--- config.mk ---
export PLATFORM = sky130hd
export DESIGN_NAME = rqi_queue
export DESIGN_NICKNAME = d
export VERILOG_FILES = /design/src/hw/rtl/rqi_pkg.sv /design/src/hw/rtl/rqi_queue.sv
export SDC_FILE = /design/constraint.sdc
export NUM_CORES = 1
export LEC_CHECK = 0
export BUFFER_PORTS_ARGS = -buffer_cell sky130_fd_sc_hd__buf_2
export CAP_MARGIN = 15
export CORE_ASPECT_RATIO = 0.7
export CORE_MARGIN = 2
export CORE_UTILIZATION = 57
export CTS_CLUSTER_DIAMETER = 100
export DETAILED_ROUTE_END_ITERATION = 10
export GPL_TIMING_DRIVEN = 0
export HOLD_SLACK_MARGIN = 0.1
export PLACE_DENSITY_LB_ADDON = 0.12
export SLEW_MARGIN = 15
export SYNTH_ARGS = -nofsm -noshare
export SYNTH_HDL_FRONTEND = slang
export SYNTH_SLANG_ARGS = --single-unit
--- constraint.sdc ---
create_clock -name i_clk -period 10.3 [get_ports i_clk]
set_input_delay 2.06 -clock i_clk [delete_from_list [all_inputs] [get_ports i_clk]]
set_output_delay 2.06 -clock i_clk [all_outputs]
set_load 0.05 [all_outputs]
--- src/hw/rtl/rqi_pkg.sv ---
// ---------------------------------------------------------------------------
// rqi_pkg: shared types and constants for ray_quad_intersect
// Plane packing, ray and result payloads, and the front-to-back job record.
// ---------------------------------------------------------------------------
package rqi_pkg;

    localparam int PlaneCount = 5;
    localparam int EdgeCount  = 4;
    localparam int IdxW       = 3;
    localparam int QuotBits   = 22;   // hit point quotients stay below 2^22
    localparam int DistBits   = 15;
    localparam int DvdW       = 48;   // |r| * num
    localparam int DenW       = 32;
    localparam int QueueDepth = 4;
    localparam int QueuePtrW  = 2;

    localparam logic [IdxW-1:0] CfgFace  = 3'd0;
    localparam logic [IdxW-1:0] CfgEdge1 = 3'd1;
    localparam logic [IdxW-1:0] CfgEdge2 = 3'd2;
    localparam logic [IdxW-1:0] CfgEdge3 = 3'd3;
    localparam logic [IdxW-1:0] CfgEdge4 = 3'd4;

    typedef struct packed {
        logic signed [15:0] off;   // Q8.8
        logic signed [15:0] nz;    // Q1.14
        logic signed [15:0] ny;
        logic signed [15:0] nx;
    } t_plane;

    typedef struct packed {
        logic signed [15:0] origin_x;
        logic signed [15:0] origin_y;
        logic signed [15:0] origin_z;
        logic signed [15:0] ray_dx;
        logic signed [15:0] ray_dy;
        logic signed [15:0] ray_dz;
        logic        [14:0] max_distance;
    } t_ray;

    typedef struct packed {
        logic               hit;
        logic        [14:0] distance;
        logic signed [15:0] hit_x;
        logic signed [15:0] hit_y;
        logic signed [15:0] hit_z;
    } t_result;

    // dividend 0..2: |r| * num per axis, dividend 3: num * 256 for distance
    typedef struct packed {
        logic                 ok;
        logic [DenW-1:0]      den;
        logic [3:0][DvdW-1:0] dvd;
        logic [2:0]           neg;
        logic [2:0][15:0]     org;
    } t_job;

endpackage

--- src/hw/rtl/rqi_queue.sv ---
// ---------------------------------------------------------------------------
// rqi_queue: job queue between front and back
// Small register FIFO; lets the two halves stall independently.
// ---------------------------------------------------------------------------
module rqi_queue import rqi_pkg::*; (
    input  logic i_clk,
    input  logic i_rst_n,
    input  logic i_push,
    input  t_job i_job,
    input  logic i_pop,
    output t_job o_job,
    output logic o_full,
    output logic o_empty
);

    t_job                 r_mem [QueueDepth];
    logic [QueuePtrW-1:0] r_wr, r_rd;
    logic [QueuePtrW:0]   r_cnt;

    assign o_full  = (r_cnt == (QueuePtrW+1)'(QueueDepth));
    assign o_empty = (r_cnt == '0);
    assign o_job   = r_mem[r_rd];

    always_ff @(posedge i_clk) begin
        if (!i_rst_n) begin
            r_wr  <= '0;
            r_rd  <= '0;
            r_cnt <= '0;
        end else begin
            if (i_push) begin
                r_wr <= r_wr + 1'b1;
            end
            if (i_pop) begin
                r_rd <= r_rd + 1'b1;
            end
            if (i_push && !i_pop) begin
                r_cnt <= r_cnt + 1'b1;
            end else if (!i_push && i_pop) begin
                r_cnt <= r_cnt - 1'b1;
            end
        end
    end

    always_ff @(posedge i_clk) begin
        if (i_push) begin
            r_mem[r_wr] <= i_job;
        end
    end

endmodule

==> flow_summary_export.csv <==
group,metric,value,unit
synthesis,synth_common_cells,"edfxtp_1 (1,104), mux4_2 (150), mux4_1 (126)",
cells_and_area,num-fill-cells,4449,
placement,gp_congestion,0.734,
cts,cts_tree,"yes",
synthesis,synth_seq_cells,1113,
cts,htreeDepth,3,
drt,drc,0,
global_routing,track_usage,0.217,
power,p_leak,16.7,nW
synthesis,syn_avg_cell_area,27.5,sq um
floorplanning,dieArea,73700,sq um
synthesis,yosys-top-cells-area,"edfxtp_1 (81%), mux4_2 (8.3%), mux4_1 (8.1%)",
setup_path,worst-path-max-fanout,10,
setup_path,cp_cell_sequence,"buf_2 -> clkbuf_1 -> buf_2 -> mux4_2 -> buf_2",
synthesis,netlist.area_leader.share,0.813,
synthesis,synthFlopType,"edfxtp_1",
sta,final.setup_skew,7.12,ps
synthesis,synthesis.area,40800,sq um
cts,clk_path_buf_depth,3,
setup_path,crit_buf_inv,4,
sta,fmaxAchievable,200,MHz
placement,dpl.hpwl,51800,um
sta,setup_tns,0,ps
sta,relSlewSlack,0.430,
cts,cts-hold-fix-buffers,0,
cts,postCtsSetupBuffers,0,
sta,drv_slew,0,
power,p_per_area,213,nW/um^2
setup_path,cpMaxStageDelayCell,"clkbuf_1",
synthesis,yosysUniqueCellTypes,22,
global_routing,antenna_found_initial,27,
setup_path,max_stage_delay,680,ps
synthesis,syn-num-nets,1771,
cts,clock_latency,640,ps
placement,placement.cell_area,45500,sq um
drt,num_vias,18200,
floorplanning,rows,82,
power,vdd_drop_max,0.176,mV
cts,clock-root-buffer,"clkbuf_16",
sta,hold_viol,0,
cells_and_area,fin_area,48700,sq um
placement,placedCellCount,3035,
global_routing,grt_max_degree,49,
setup_path,arrival,2930,ps
cells_and_area,drive_gt1_frac,0.415,
synthesis,ys_seq_area_frac,0.817,
setup_path,cp-start-kind,"register",
cts,path_clk_slew,60,ps
floorplanning,die_x,324,um
setup_path,path_common_cell,"buf_2",
global_routing,grt_pass1_wl,117000,um
sta,setup_viol,0,
cts,cts_resized,0,
placement,io_buffers,557,
sta,rsz0062_at_grt,"no",
global_routing,grt_pass1_vias,18700,
synthesis,syn_inst,1485,
floorplanning,initial_utilization,0.573,
setup_path,crit_type,"register to primary output",
cells_and_area,syn_to_final_growth,19.4,%
synthesis,synth.most_common_cell,"edfxtp_1",
floorplanning,ios,558,
setup_path,critical_path.top_delay_family,"buffers and inverters",
cts,cts_made_buffers,100,
drt,wl_per_cell,24.7,um
global_routing,overflow,0,
floorplanning,die_h,228,um
status,status,"completed",
synthesis,ys.warnings.count,0,
synthesis,synthArstFlopShare,0,
setup_path,end_kind,"primary output",
drt,drt_pass1_iterations,5,
synthesis,synth-edff-count,1104,
floorplanning,coreArea,71200,sq um
drt,drt_iter0_drc,1170,
setup_path,crit_required,8240,ps
synthesis,synth.largest_area_cell,"edfxtp_1",
sta,worst_slew_pin_slew,855,ps
drt,drt-total-wl,79700,um
sta,period_needed,4990,ps
sta,fin_crit_sh,0.484,
cells_and_area,fin_cells,3226,
cells_and_area,nNetsFinal,2457,
drt,vias_per_cell,5.63,
drt,antenna_left,0,
cts,cts_num_sinks,1113,
hold_path,holdCritPathClass,"register to register",
run,cap_violations,0,
## layout make-up
cell class / instances / area [sq um] / share of cell area
Sequential cell: 1113 / 33300 / 0.685
Multi-Input combinational cell: 306 / 6950 / 0.143
Timing Repair Buffer: 584 / 3460 / 0.0711
Clock buffer: 127 / 2740 / 0.0563
Tap cell: 966 / 1210 / 0.0248
Buffer: 62 / 490 / 0.0101
Clock inverter: 50 / 460 / 0.00946
Antenna cell: 14 / 35.0 / 0.000719
Inverter: 4 / 15.0 / 0.000308
## power by group
group	internal, mW	total, mW	leakage, nW	switching (mW)
registers	5.21	5.25	10.2	0.0416
logic	0.447	1.50	4.90	1.05
clock network	2.09	3.61	1.57	1.52
## cells in the final DEF, fill, tap and decap left out, types with 2 or more instances in the layout
cell type      n
mux4_2       150
clkbuf_16    105
buf_2        586
buf_6         25
buf_12         9
xor2_1         3
ha_1           5
clkbuf_8       3
buf_8          3
mux4_1       126
and2_4         4
diode_2       14
dfxtp_1        9
and2_1         5
bufinv_16      9
buf_16        18
clkinv_2      16
clkinv_1      21
nor2b_1        2
mux2i_1        2
clkinvlp_4     3
inv_1          4
clkbuf_1      24
xnor2_1        2
edfxtp_1    1104
## state kept, by name, indices dropped and copies added (netlist names), named ones only
signal / flops
r_mem: 1104
r_rd: 2
r_wr: 2
r_cnt: 3
## through the flow
step	hold slack [ps]	worst slack (ps)	util	power (mW)
5_1_grt	574	5120	0.684	10.7
3_3_place_gp	494	-3840	0.629	6.91
4_1_cts	532	5150	0.683	10.5
3_5_place_dp	518	5880	0.638	6.86
2_1_floorplan	472	1340	-	6.46
6_report	540	5310	0.684	10.4
## kinds of logic after synthesis
kind of cell    after synthesis  synth area share
fa+ha+maj                     6           0.00203
mux                         278             0.165
xor+xnor                      5           0.00107
flops                      1113             0.817
compound gates                2          0.000307
simple gates                 15           0.00224
buf+inv                      66            0.0124
## worst register-to-register path, cell delays in order, from the launching register on
cell     delay [ps]
dfxtp_1         340
inv_1            90
ha_1            150
and2_4          480
buf_16          330
buf_16          340
buf_16          330
## worst paths after layout
path | depth (start not counted) | start | end | slack, ps
worst min register to register | 2 | r_cnt[2]$_SDFFE_PN0P_ | r_cnt[2]$_SDFFE_PN0P_ | 540
worst max register to register | 6 | r_wr[1]$_SDFFE_PN0P_ | r_mem[1][241]$_DFFE_PP_ | 7880
worst max-delay path | 5 | register | o_job[131] | 5310
worst min-delay path | 2 | r_cnt[2]$_SDFFE_PN0P_ | r_cnt[2]$_SDFFE_PN0P_ | 540
## metal layers
layer  part of all wire  track usage  wire (um)  vias up
met5             0.0019            0        149        -
met4              0.025       0.0666       2010       24
met3              0.079       0.0696       6310      143
met2               0.52        0.366      41300      504
met1               0.38        0.271      30000     9482
li1                   -            -          -     8005
Power figures use the tool's default switching activity.
